[config.mk]
export PLATFORM = sky130hd
export DESIGN_NAME = ucs2_to_utf8_encoder_top
export DESIGN_NICKNAME = d
export VERILOG_FILES = /design/src/sv/ucs2u8_pkg.sv /design/src/sv/ucs2u8_front.sv /design/src/sv/ucs2u8_queue.sv /design/src/sv/ucs2u8_back.sv /design/src/sv/ucs2_to_utf8_encoder_top.sv
export SDC_FILE = /design/constraint.sdc
export NUM_CORES = 1
export LEC_CHECK = 0
export BUFFER_PORTS_ARGS = -buffer_cell sky130_fd_sc_hd__buf_2
export CORE_MARGIN = 2
export CORE_UTILIZATION = 40
export DETAILED_ROUTE_END_ITERATION = 10
export GPL_TIMING_DRIVEN = 1
export SYNTH_ARGS = -nofsm -noshare
export SYNTH_HDL_FRONTEND = slang
export SYNTH_SLANG_ARGS = --single-unit
[constraint.sdc]
create_clock -name clk_i -period 4.1 [get_ports clk_i]
set_input_delay 0.205 -clock clk_i [delete_from_list [all_inputs] [get_ports clk_i]]
set_output_delay 0.205 -clock clk_i [all_outputs]
set_load 0.005 [all_outputs]
[src/sv/ucs2u8_pkg.sv]
`timescale 1ns / 1ps
// ----------------------------------------------------------------------------
// ucs2u8_pkg: shared types and constants of the UCS-2 to UTF-8 encoder
// Item layouts, the per-unit job record passed from front to back, register
// indexes and the UTF-8 lead and continuation byte patterns.
// ----------------------------------------------------------------------------
package ucs2u8_pkg;

  localparam int unsigned UnitW  = 16;
  localparam int unsigned CountW = 20;
  localparam int unsigned CapW   = 16;
  localparam int unsigned CfgW   = 16;

  localparam logic [CountW-1:0] CountMax = 20'hFFFFF;

  localparam logic [UnitW-1:0] OneByteLimit = 16'h0080;
  localparam logic [UnitW-1:0] TwoByteLimit = 16'h0800;

  localparam logic [7:0] Lead2Byte = 8'hC0;
  localparam logic [7:0] Lead3Byte = 8'hE0;
  localparam logic [7:0] ContByte  = 8'h80;

  typedef enum logic [0:0] {
    REG_DEST_CAPACITY = 1'b0,
    REG_STRING_MODE   = 1'b1
  } cfg_reg_e;

  typedef struct packed {
    logic [UnitW-1:0] code_unit;
    logic             begin_req;
    logic             last_unit;
  } in_item_t;

  typedef struct packed {
    logic [7:0]        out_byte;
    logic              byte_valid;
    logic              is_terminator;
    logic              last_of_run;
    logic              halted;
    logic [CountW-1:0] byte_count;
  } out_item_t;

  // Everything the back end needs to produce the results of one code unit.
  typedef struct packed {
    logic [2:0][7:0]   enc_bytes;
    logic [1:0]        n_bytes;
    logic              term;
    logic              halted;
    logic [CountW-1:0] byte_count;
  } job_t;

endpackage

[src/sv/ucs2u8_front.sv]
`timescale 1ns / 1ps
// ----------------------------------------------------------------------------
// ucs2u8_front: input side of the encoder
// Holds the configuration registers and the conversion state, classifies each
// accepted code unit and turns it into one job record for the back end.
// ----------------------------------------------------------------------------
module ucs2u8_front (
  input  logic                        clk_i,
  input  logic                        rst_ni,
  input  logic                        cfg_we_i,
  input  ucs2u8_pkg::cfg_reg_e        cfg_idx_i,
  input  logic [ucs2u8_pkg::CfgW-1:0] cfg_data_i,
  input  logic                        in_valid_i,
  input  ucs2u8_pkg::in_item_t        in_item_i,
  input  logic                        job_ready_i,
  output logic                        job_push_o,
  output ucs2u8_pkg::job_t            job_o
);

  logic [ucs2u8_pkg::CapW-1:0]   cap_q;
  logic                          str_cfg_q;
  logic                          meas_q, meas_d;
  logic                          str_q, str_d;
  logic [ucs2u8_pkg::CapW-1:0]   space_q, space_d;
  logic [ucs2u8_pkg::CountW-1:0] count_q, count_d;
  logic                          done_q, done_d;

  logic [ucs2u8_pkg::CapW-1:0]   space_eff;
  logic [ucs2u8_pkg::CountW-1:0] count_eff;
  logic                          done_eff;
  logic [1:0]                    n_len;
  logic [ucs2u8_pkg::CountW:0]   count_sum;
  logic [ucs2u8_pkg::UnitW-1:0]  unit;
  logic                          finish;
  logic                          term;
  logic [1:0]                    n_emit;

  assign unit       = in_item_i.code_unit;
  assign job_push_o = in_valid_i && job_ready_i;

  always_ff @(posedge clk_i or negedge rst_ni) begin
    if (!rst_ni) begin
      cap_q     <= '0;
      str_cfg_q <= 1'b0;
    end else if (cfg_we_i) begin
      case (cfg_idx_i)
        ucs2u8_pkg::REG_DEST_CAPACITY: cap_q     <= cfg_data_i;
        ucs2u8_pkg::REG_STRING_MODE:   str_cfg_q <= cfg_data_i[0];
        default: ;
      endcase
    end
  end

  always_comb begin
    // Start of a new conversion latches the configuration first.
    if (in_item_i.begin_req) begin
      meas_d    = (cap_q == '0);
      str_d     = str_cfg_q;
      space_eff = (cap_q == '0) ? '0 :
                  (str_cfg_q ? cap_q - ucs2u8_pkg::CapW'(1) : cap_q);
      count_eff = str_cfg_q ? ucs2u8_pkg::CountW'(1) : '0;
      done_eff  = 1'b0;
    end else begin
      meas_d    = meas_q;
      str_d     = str_q;
      space_eff = space_q;
      count_eff = count_q;
      done_eff  = done_q;
    end

    if (unit < ucs2u8_pkg::OneByteLimit) begin
      n_len = 2'd1;
    end else if (unit < ucs2u8_pkg::TwoByteLimit) begin
      n_len = 2'd2;
    end else begin
      n_len = 2'd3;
    end

    count_sum = {1'b0, count_eff} + (ucs2u8_pkg::CountW + 1)'(n_len);

    finish  = 1'b0;
    term    = 1'b0;
    n_emit  = 2'd0;
    space_d = space_eff;
    count_d = count_eff;

    if (!done_eff) begin
      if (str_d && unit == '0) begin
        finish = 1'b1;
        term   = !meas_d;
      end else if (!meas_d && space_eff < ucs2u8_pkg::CapW'(n_len)) begin
        finish = 1'b1;
        term   = str_d || (space_eff != '0);
      end else begin
        if (!meas_d) begin
          n_emit  = n_len;
          space_d = space_eff - ucs2u8_pkg::CapW'(n_len);
        end
        count_d = count_sum[ucs2u8_pkg::CountW] ? ucs2u8_pkg::CountMax
                                                : count_sum[ucs2u8_pkg::CountW-1:0];
        if (in_item_i.last_unit && !str_d) begin
          finish = 1'b1;
          term   = !meas_d && (space_d != '0);
        end
      end
    end
    done_d = done_eff || finish;

    job_o.n_bytes    = n_emit;
    job_o.term       = term;
    job_o.halted     = done_d;
    job_o.byte_count = count_d;
    unique case (n_len)
      2'd1: begin
        job_o.enc_bytes[0] = unit[7:0];
        job_o.enc_bytes[1] = '0;
        job_o.enc_bytes[2] = '0;
      end
      2'd2: begin
        job_o.enc_bytes[0] = ucs2u8_pkg::Lead2Byte | {3'b0, unit[10:6]};
        job_o.enc_bytes[1] = ucs2u8_pkg::ContByte | {2'b0, unit[5:0]};
        job_o.enc_bytes[2] = '0;
      end
      default: begin
        job_o.enc_bytes[0] = ucs2u8_pkg::Lead3Byte | {4'b0, unit[15:12]};
        job_o.enc_bytes[1] = ucs2u8_pkg::ContByte | {2'b0, unit[11:6]};
        job_o.enc_bytes[2] = ucs2u8_pkg::ContByte | {2'b0, unit[5:0]};
      end
    endcase
  end

  always_ff @(posedge clk_i or negedge rst_ni) begin
    if (!rst_ni) begin
      meas_q  <= 1'b1;
      str_q   <= 1'b0;
      space_q <= '0;
      count_q <= '0;
      done_q  <= 1'b0;
    end else if (job_push_o) begin
      meas_q  <= meas_d;
      str_q   <= str_d;
      space_q <= space_d;
      count_q <= count_d;
      done_q  <= done_d;
    end
  end

endmodule

[src/sv/ucs2u8_queue.sv]
`timescale 1ns / 1ps
// ----------------------------------------------------------------------------
// ucs2u8_queue: job queue between front and back
// A small first-in first-out buffer of job records so that each side can
// stall without holding up the other.
// ----------------------------------------------------------------------------
module ucs2u8_queue #(
  parameter int unsigned DEPTH = 2
) (
  input  logic             clk_i,
  input  logic             rst_ni,
  input  logic             push_i,
  input  ucs2u8_pkg::job_t push_data_i,
  output logic             not_full_o,
  input  logic             pop_i,
  output logic             not_empty_o,
  output ucs2u8_pkg::job_t head_o
);

  localparam int unsigned PtrW = (DEPTH > 1) ? $clog2(DEPTH) : 1;
  localparam int unsigned CntW = $clog2(DEPTH + 1);

  ucs2u8_pkg::job_t entry_q [DEPTH];
  logic [PtrW-1:0]  wr_ptr_q, rd_ptr_q;
  logic [CntW-1:0]  cnt_q;

  assign not_full_o  = (cnt_q != CntW'(DEPTH));
  assign not_empty_o = (cnt_q != '0);
  assign head_o      = entry_q[rd_ptr_q];

  always_ff @(posedge clk_i) begin
    if (push_i) begin
      entry_q[wr_ptr_q] <= push_data_i;
    end
  end

  always_ff @(posedge clk_i or negedge rst_ni) begin
    if (!rst_ni) begin
      wr_ptr_q <= '0;
      rd_ptr_q <= '0;
      cnt_q    <= '0;
    end else begin
      if (push_i) begin
        wr_ptr_q <= (wr_ptr_q == PtrW'(DEPTH - 1)) ? '0 : wr_ptr_q + PtrW'(1);
      end
      if (pop_i) begin
        rd_ptr_q <= (rd_ptr_q == PtrW'(DEPTH - 1)) ? '0 : rd_ptr_q + PtrW'(1);
      end
      if (push_i && !pop_i) begin
        cnt_q <= cnt_q + CntW'(1);
      end else if (pop_i && !push_i) begin
        cnt_q <= cnt_q - CntW'(1);
      end
    end
  end

  assert property (@(posedge clk_i) disable iff (!rst_ni)
                   cnt_q <= CntW'(DEPTH))
    else $error("queue fill count beyond depth");

  assert property (@(posedge clk_i) disable iff (!rst_ni)
                   pop_i |-> cnt_q != '0)
    else $error("queue popped while empty");

endmodule

[src/sv/ucs2u8_back.sv]
`timescale 1ns / 1ps
// ----------------------------------------------------------------------------
// ucs2u8_back: output side of the encoder
// Walks through the head job one result per cycle while the output is taken (encoded bytes, then the
// terminator, or a single empty result) into the output register.
// ----------------------------------------------------------------------------
module ucs2u8_back (
  input  logic                  clk_i,
  input  logic                  rst_ni,
  input  logic                  job_valid_i,
  input  ucs2u8_pkg::job_t      job_i,
  output logic                  job_pop_o,
  output logic                  out_valid_o,
  input  logic                  out_ready_i,
  output ucs2u8_pkg::out_item_t out_item_o
);

  logic [1:0]            idx_q, idx_d;
  logic                  out_valid_q, out_valid_d;
  ucs2u8_pkg::out_item_t out_q, out_d;
  logic [2:0]            total;
  logic                  is_last;
  logic                  load;

  assign out_valid_o = out_valid_q;
  assign out_item_o  = out_q;

  always_comb begin
    total = 3'(job_i.n_bytes) + 3'(job_i.term);
    if (total == '0) begin
      total = 3'd1;
    end
    is_last = (3'(idx_q) == total - 3'd1);
    load    = job_valid_i && (!out_valid_q || out_ready_i);

    out_d.halted      = job_i.halted;
    out_d.byte_count  = job_i.byte_count;
    out_d.last_of_run = is_last;
    if (idx_q < job_i.n_bytes) begin
      out_d.out_byte      = job_i.enc_bytes[idx_q];
      out_d.byte_valid    = 1'b1;
      out_d.is_terminator = 1'b0;
    end else begin
      out_d.out_byte      = '0;
      out_d.byte_valid    = job_i.term;
      out_d.is_terminator = job_i.term;
    end

    job_pop_o = load && is_last;
    idx_d     = idx_q;
    if (load) begin
      idx_d = is_last ? '0 : idx_q + 2'd1;
    end
    out_valid_d = load ? 1'b1 : (out_valid_q && !out_ready_i);
  end

  always_ff @(posedge clk_i or negedge rst_ni) begin
    if (!rst_ni) begin
      idx_q       <= '0;
      out_valid_q <= 1'b0;
    end else begin
      idx_q       <= idx_d;
      out_valid_q <= out_valid_d;
    end
  end

  always_ff @(posedge clk_i) begin
    if (load) begin
      out_q <= out_d;
    end
  end

endmodule

[src/sv/ucs2_to_utf8_encoder_top.sv]
`timescale 1ns / 1ps
// ----------------------------------------------------------------------------
// ucs2_to_utf8_encoder_top: streaming UCS-2 to UTF-8 encoder
// With the queue empty, an accepted item is first written into the job queue,
// and its first result is then loaded from there into the output register.
// Throughput: one result per cycle while the receiver takes them; an item gives
// 1 to 4 results (its UTF-8 bytes plus an optional terminator), as the output register is byte-wide.
// The front accepts one item per cycle while the job queue has room.
// Reset clears the conversion state to measure-only, non-string mode.
// ----------------------------------------------------------------------------
module ucs2_to_utf8_encoder_top #(
  parameter int unsigned QUEUE_DEPTH = 2
) (
  input  logic                        clk_i,
  input  logic                        rst_ni,
  // Configuration writes: index 0 is the capacity, index 1 string mode.
  input  logic                        cfg_we_i,
  input  ucs2u8_pkg::cfg_reg_e        cfg_idx_i,
  input  logic [ucs2u8_pkg::CfgW-1:0] cfg_data_i,
  // Code unit items in.
  input  logic                        in_valid_i,
  output logic                        in_ready_o,
  input  ucs2u8_pkg::in_item_t        in_item_i,
  // Result items out.
  output logic                        out_valid_o,
  input  logic                        out_ready_i,
  output ucs2u8_pkg::out_item_t       out_item_o
);

  // Front to queue: each accepted item becomes exactly one job record, which
  // already carries the final count and halt flag of that item.
  logic             job_push;
  ucs2u8_pkg::job_t job_in;
  logic             q_not_full;

  // Queue to back: the back end pops a job once its last result is loaded.
  logic             q_not_empty;
  ucs2u8_pkg::job_t job_head;
  logic             job_pop;

  assign in_ready_o = q_not_full;

  ucs2u8_front u_front (
    .clk_i       (clk_i),
    .rst_ni      (rst_ni),
    .cfg_we_i    (cfg_we_i),
    .cfg_idx_i   (cfg_idx_i),
    .cfg_data_i  (cfg_data_i),
    .in_valid_i  (in_valid_i),
    .in_item_i   (in_item_i),
    .job_ready_i (q_not_full),
    .job_push_o  (job_push),
    .job_o       (job_in)
  );

  ucs2u8_queue #(
    .DEPTH (QUEUE_DEPTH)
  ) u_queue (
    .clk_i       (clk_i),
    .rst_ni      (rst_ni),
    .push_i      (job_push),
    .push_data_i (job_in),
    .not_full_o  (q_not_full),
    .pop_i       (job_pop),
    .not_empty_o (q_not_empty),
    .head_o      (job_head)
  );

  // The back end owns the output register, so a stalled result blocks the front
  // from accepting further items only once the job queue is full.
  ucs2u8_back u_back (
    .clk_i       (clk_i),
    .rst_ni      (rst_ni),
    .job_valid_i (q_not_empty),
    .job_i       (job_head),
    .job_pop_o   (job_pop),
    .out_valid_o (out_valid_o),
    .out_ready_i (out_ready_i),
    .out_item_o  (out_item_o)
  );

  // A terminator is always a written zero byte and closes its item's results.
  assert property (@(posedge clk_i) disable iff (!rst_ni)
                   out_valid_o && out_item_o.is_terminator |->
                   out_item_o.byte_valid && out_item_o.last_of_run &&
                   out_item_o.out_byte == 8'h00)
    else $error("terminator result malformed");

  // Only real encoded bytes may be followed by further results of one item.
  assert property (@(posedge clk_i) disable iff (!rst_ni)
                   out_valid_o && !out_item_o.last_of_run |->
                   out_item_o.byte_valid && !out_item_o.is_terminator)
    else $error("non-final result is not an encoded byte");

  // A result that is not last is followed by another result once taken.
  assert property (@(posedge clk_i) disable iff (!rst_ni)
                   out_valid_o && out_ready_i && !out_item_o.last_of_run |=>
                   out_valid_o)
    else $error("gap inside the results of one item");

endmodule
Word level (Yosys, flattened, before mapping)
Memories as Yosys holds them, arrays and structs flattened.
Cells that the tools add are included.
- output and inout port bits: 34
- memories: 1
- input port bits: 40
- memory bits (writable): 96
- word-level logic and storage cells: 112
- register bits: 95
- eq/ne operators: 4
- order comparisons: 5
- bitwise gates (word level): 1
- add/sub/neg operators: 10
- multiplexer cells: 45
- reduce and logical (&&, ||, !) cells: 28
- memories (name ; words ; width ; read ports ; clocked after memory_dff ; wr ports ; line ; source):
    u_queue.entry_q ; 2 ; 48 ; 1 ; 0 ; 1 ; ucs2u8_queue.sv:23 ; ucs2u8_pkg::job_t entry_q [DEPTH];
- operators by type and width (cell ; count):
    2-to-1 mux 16 bit ; 10
    2-to-1 mux 20 bit ; 5
    case mux 24 bit (2 select lines) ; 1
    zero test 16 bit ; 2
    nonzero test 16 bit ; 2
    adder 20 x 2 -> 21 bit ; 1
    2-to-1 mux 1 bit ; 18
    binary-select mux 8 bit (select 2 bit) ; 1
    < comparator 16 x 12 -> 1 bit, second input constant ; 1
    < comparator 16 x 2 -> 1 bit ; 1
    < comparator 16 x 8 -> 1 bit, second input constant ; 1
    2-to-1 mux 2 bit ; 8
    subtractor 16 x 1 -> 16 bit, second input constant ; 1
    subtractor 16 x 2 -> 16 bit ; 1
    logical AND 1 bit ; 10
    2-to-1 mux 8 bit ; 1
    zero test 1 bit ; 6
    adder 2 x 1 -> 2 bit, second input constant ; 2
    AND reduction 2 bit ; 2
    nonzero test 2 bit ; 2
    adder 2 x 1 -> 3 bit ; 1
    == test 2 x 3 -> 1 bit ; 1
    zero test 3 bit ; 1
    logical OR 1 bit ; 3
    other kinds (10) ; 11

Longest topological paths before layout
- depth in word-level cells: 15
- mapped depth: 21
- gate-level depth less buffers: 16

By module
From an unflattened synthesis, not the netlist that was laid out.
- cell total of the unflattened synthesis: 900
- area, all modules: 9989.6 sq um
- by module, submodules not included (module ; instances ; sequential area each (sq um) ; area an instance (sq um) ; cells each):
    ucs2u8_front ; 1 ; 1402.6 ; 4828.4 ; 635
    ucs2u8_queue ; 1 ; 2982.9 ; 3698.5 ; 165
    ucs2u8_back ; 1 ; 1036.0 ; 1462.7 ; 100

Worst setup path before layout
No wires, ideal clock.
- kind: register -> register
- from: register u_front.cap_q[0] (netlist bit)
- to: memory u_queue.entry_q[0][0] (netlist bit) (data pin)
- stages on the path, launching flop included: 20
- library setup time: 262 ps
- path slack: -49 ps
- arrival: 3887 ps
- data required time: 3838 ps
- cells stage by stage: dfrtp_1 inv_1 ha_1 nor4b_2 a41o_1 buf_4 buf_2 nor2_1 a21oi_1 ha_1 inv_1 fa_1 or3_1 clkbuf_1 nor2b_1 nand4b_1 nor3_4 nor2_1 a2bb2oi_1 mux2_2
- RTL lines (what ; line ; source):
    from (decl) ; ucs2u8_front.sv:20 ; logic [ucs2u8_pkg::CapW-1:0] cap_q;
    from (signal assigned) ; ucs2u8_front.sv:47 ; ucs2u8_pkg::REG_DEST_CAPACITY: cap_q <= cfg_data_i;
    to (decl) ; ucs2u8_queue.sv:23 ;

==> out/metrics.cfg <==
[synth]
synth_ff_type = edfxtp_1
synth_edf_count = 124
yosysWarnings = 0
syn_area_per_cell_sq_um = 11.5
postSynth.asyncResetShare = 0.337
ys_types = 80
syn_nets = 877
synth_area_sq_um = 9520
ys_seq_elements = 187
syn_inst = 824
yosysSeqAreaShare = 0.557

[setup_path]
crit_path_max_fanout = 7
critPathArrivalTime_ps = 4170
reg2reg_depth = 15
critPathMaxStageDelay_ps = 440
timing.critical_path.mode_cell = buf_4
end_kind = flip-flop
startpoint_type = flip-flop
critPathRequiredTime_ps = 4340
worstSetupPathType = reg2reg
path_cells = nor4_1, buf_4, a41o_1, nor2_1, a21oi_1, ha_1, inv_1, fa_1, or3_1, nor2b_1, and4b_2, buf_4, o41ai_1, o211a_1, o32ai_2
cp_slowest_cell = or3_1

[hold_path]
hp-class = in2reg
min_path_cells = 3

[timing]
skew_ps = 16.4
fmax_ghz = 0.255
final-setup-viol-count = 0
slew_headroom = 0.250
slew_viol_final = 0
fin_crit_ps = 3920
worstMarginPinSlew_ps = 1130
whs_ps = 43.5
final_hold_viol_count = 0
fin_crit_sh = 0.957

[clocking]
cts_tree = built
clk_pin_slew_ps = 70
clockBufferDepth = 2
cts_max_level = 4
cts_root_buf = clkbuf_16
cts_made_buffers = 17
clock_latency_ps = 440
cts_sinks = 187

[pwr]
power.switching_mw = 2.34
peakVddDrop_mv = 0.317
p_int_mw = 4.49
comb_power_share = 0.324
power_leakage_nw = 4.37
clock_power_share = 0.247
swShare = 0.342
powerDensity_nw_per_um2 = 601
p_total_mw = 6.83
pwr-share-seq = 0.429

[finish]
n_fill_cell = 2127
diodes = 0
layout.nets = 997
final_cell_mix = 124 x edfxtp_1, 79 x nand2_1, 73 x nor2_1, 73 x buf_2, 61 x dfrtp_1
syn_to_final_growth_pct = 19.4
layout_commonest_cell = edfxtp_1
drive_gt1_frac = 0.251

[floorplanning]
num_rows = 56
die_width_um = 158
start_util = 0.407
die_y_um = 158
die-area_sq_um = 25000
core_area_sq_um = 23400
io_pins = 74

[run]
maxCapViolations = 0

[route]
vias = 6775
drtAntennaViolNets = 0
wire_per_inst_um = 16.7
wl_mm = 21.3
drt_pass1_iterations = 5
drt_iter0_markers = 577
via_per_inst = 5.31
drc = 0

[place]
io_buffers = 73
dp_hpwl_mm = 14.6
place_congestion = 0.867

[grt]
gr-total-overflow = 0
grt_pass1_wl_mm = 35.1
grt_max_degree = 61
grt_pass1_vias = 6528
antenna_found_initial = 0
grt_usage = 0.180

[status]
outcome = completed

[state kept, by name, summed over array words and instances (netlist names)]
register            flops
u_queue.entry_q        92
u_back.out_item_o      32
u_front.count_q        20
u_front.cap_q          16
u_front.space_q        16
u_back.idx_q            2
u_queue.cnt_q           2
u_back.out_valid_o      1
u_front.done_q          1
u_front.meas_q          1
u_front.str_cfg_q       1
u_front.str_q           1
u_queue.rd_ptr_q        1
u_queue.wr_ptr_q        1
[critical path: cells and delay by family (launching register included)]
| kind | cells | cell delay, ps |
|---|---|---|
| flip-flops | 1 | 380 |
| AND/OR/NAND/NOR | 5 | 1420 |
| adder cells (fa/ha/maj) | 2 | 520 |
| AO/OA/AOI/OAI | 5 | 980 |
| buffers and inverters | 3 | 440 |
[cells by family (layout without fill, tap and decap cells)]
| group | Yosys count | after routing | share of synthesized area |
|---|---|---|---|
| AOI/OAI and AO/OA | 168 | 169 | 0.121 |
| xor gates and xnor gates | 41 | 41 | 0.0377 |
| adders and majority gates | 13 | 13 | 0.0187 |
| buffers and inverters | 58 | 190 | 0.0243 |
| DFF | 187 | 187 | 0.557 |
| muxes | 66 | 66 | 0.0848 |
| and+or+nand+nor | 291 | 291 | 0.156 |
[per-stage QoR]
stage                      util  instance area (sq um)  instances  TNS, ps  setup slack, ps
after global routing      0.485                  11400       1276    -5.49            -4.60
final                     0.485                  11400       1276        0              175
after global placement    0.449                  10500       1226        0              111
after floorplan               -                   9530        824        0             1.24
after detailed placement  0.449                  10500       1226        0             91.8
after CTS                 0.483                  11300       1275        0             88.6
[timing repair]
item | CTS | global route
endpoints found under the hold margin | 36 | 0
hold buffers | 17 | 0
gates resized for setup | 0 | 10
buffers inserted | 0 | 0
endpoints found under the setup margin | 0 | 24
[synth_stat cells (all sizes together), types with 5 or more instances]
| cell type | n | area (sq um) |
|---|---|---|
| a22oi | 9 | 67.6 |
| nor4 | 10 | 83.8 |
| nor2b | 11 | 68.8 |
| or3 | 7 | 43.8 |
| a31oi | 11 | 83.8 |
| o31ai | 5 | 56.3 |
| nand2b | 9 | 56.3 |
| nand3 | 19 | 100 |
| nor2 | 74 | 278 |
| xnor2 | 21 | 184 |
| inv | 15 | 56.3 |
| a211oi | 6 | 50.1 |
| clkbuf | 28 | 105 |
| ha | 11 | 138 |
| and3 | 12 | 75.1 |
| mux2 | 47 | 529 |
| o21bai | 5 | 37.5 |
| a22o | 7 | 61.3 |
| xor2 | 20 | 175 |
| and2 | 9 | 56.3 |
| o21ai | 43 | 215 |
| dfrtp | 62 | 1550 |
| mux4 | 7 | 158 |
| nand4 | 13 | 81.3 |
| buf | 13 | 62.6 |
| edfxtp | 124 | 3720 |
| nor3 | 19 | 111 |
| nand2 | 81 | 304 |
| o211ai | 8 | 60.1 |
| mux2i | 12 | 120 |
| a21oi | 34 | 170 |
[final timing paths]
check	startpoint	to	slack, ps
hold / removal	out_ready_i	u_back.out_valid_o$_DFF_PN0_	40
min in group asynchronous	rst_ni	u_front.count_q[8]$_DFFE_PN0P_	290
hold reg to reg	u_front.space_q[11]$_DFFE_PN0P_	u_front.space_q[11]$_DFFE_PN0P_	490
setup reg to reg	u_front.cap_q[11]$_DFFE_PN0P_	u_queue.entry_q[1][21]$_DFFE_PP_	180
setup / recovery	u_front.cap_q[11]$_DFFE_PN0P_	u_queue.entry_q[1][21]$_DFFE_PP_	180
max in group asynchronous	rst_ni	u_front.space_q[2]$_DFFE_PN0P_	2780
[area by class of cell]
cell class	instances	area, sq um	share of cell area
Clock buffer	18	439	0.0387
Clock inverter	14	180	0.0159
Inverter	17	63.8	0.00562
Multi-Input combinational cell	580	4060	0.357
Sequential cell	187	5300	0.467
Tap cell	319	399	0.0351
Timing Repair Buffer	141	918	0.0808
[power groups by stage]
stage	registers (mW)	clock network [mW]	logic, mW
floorplan	2.94	0	1.50
global placement	2.96	0	2.16
detailed placement	2.97	0	2.18
CTS	2.93	1.72	2.21
global route	2.99	1.80	2.48
finish	2.93	1.69	2.21
[layer usage]
layer,wire length (um),GRT usage,vias to the layer above
li1,-,-,3328
met1,10400,0.258,3263
met5,0,0,-
met3,856,0.0249,16
met4,220,0.0515,0
met2,9820,0.286,168
Power figures use the tool's default switching activity.
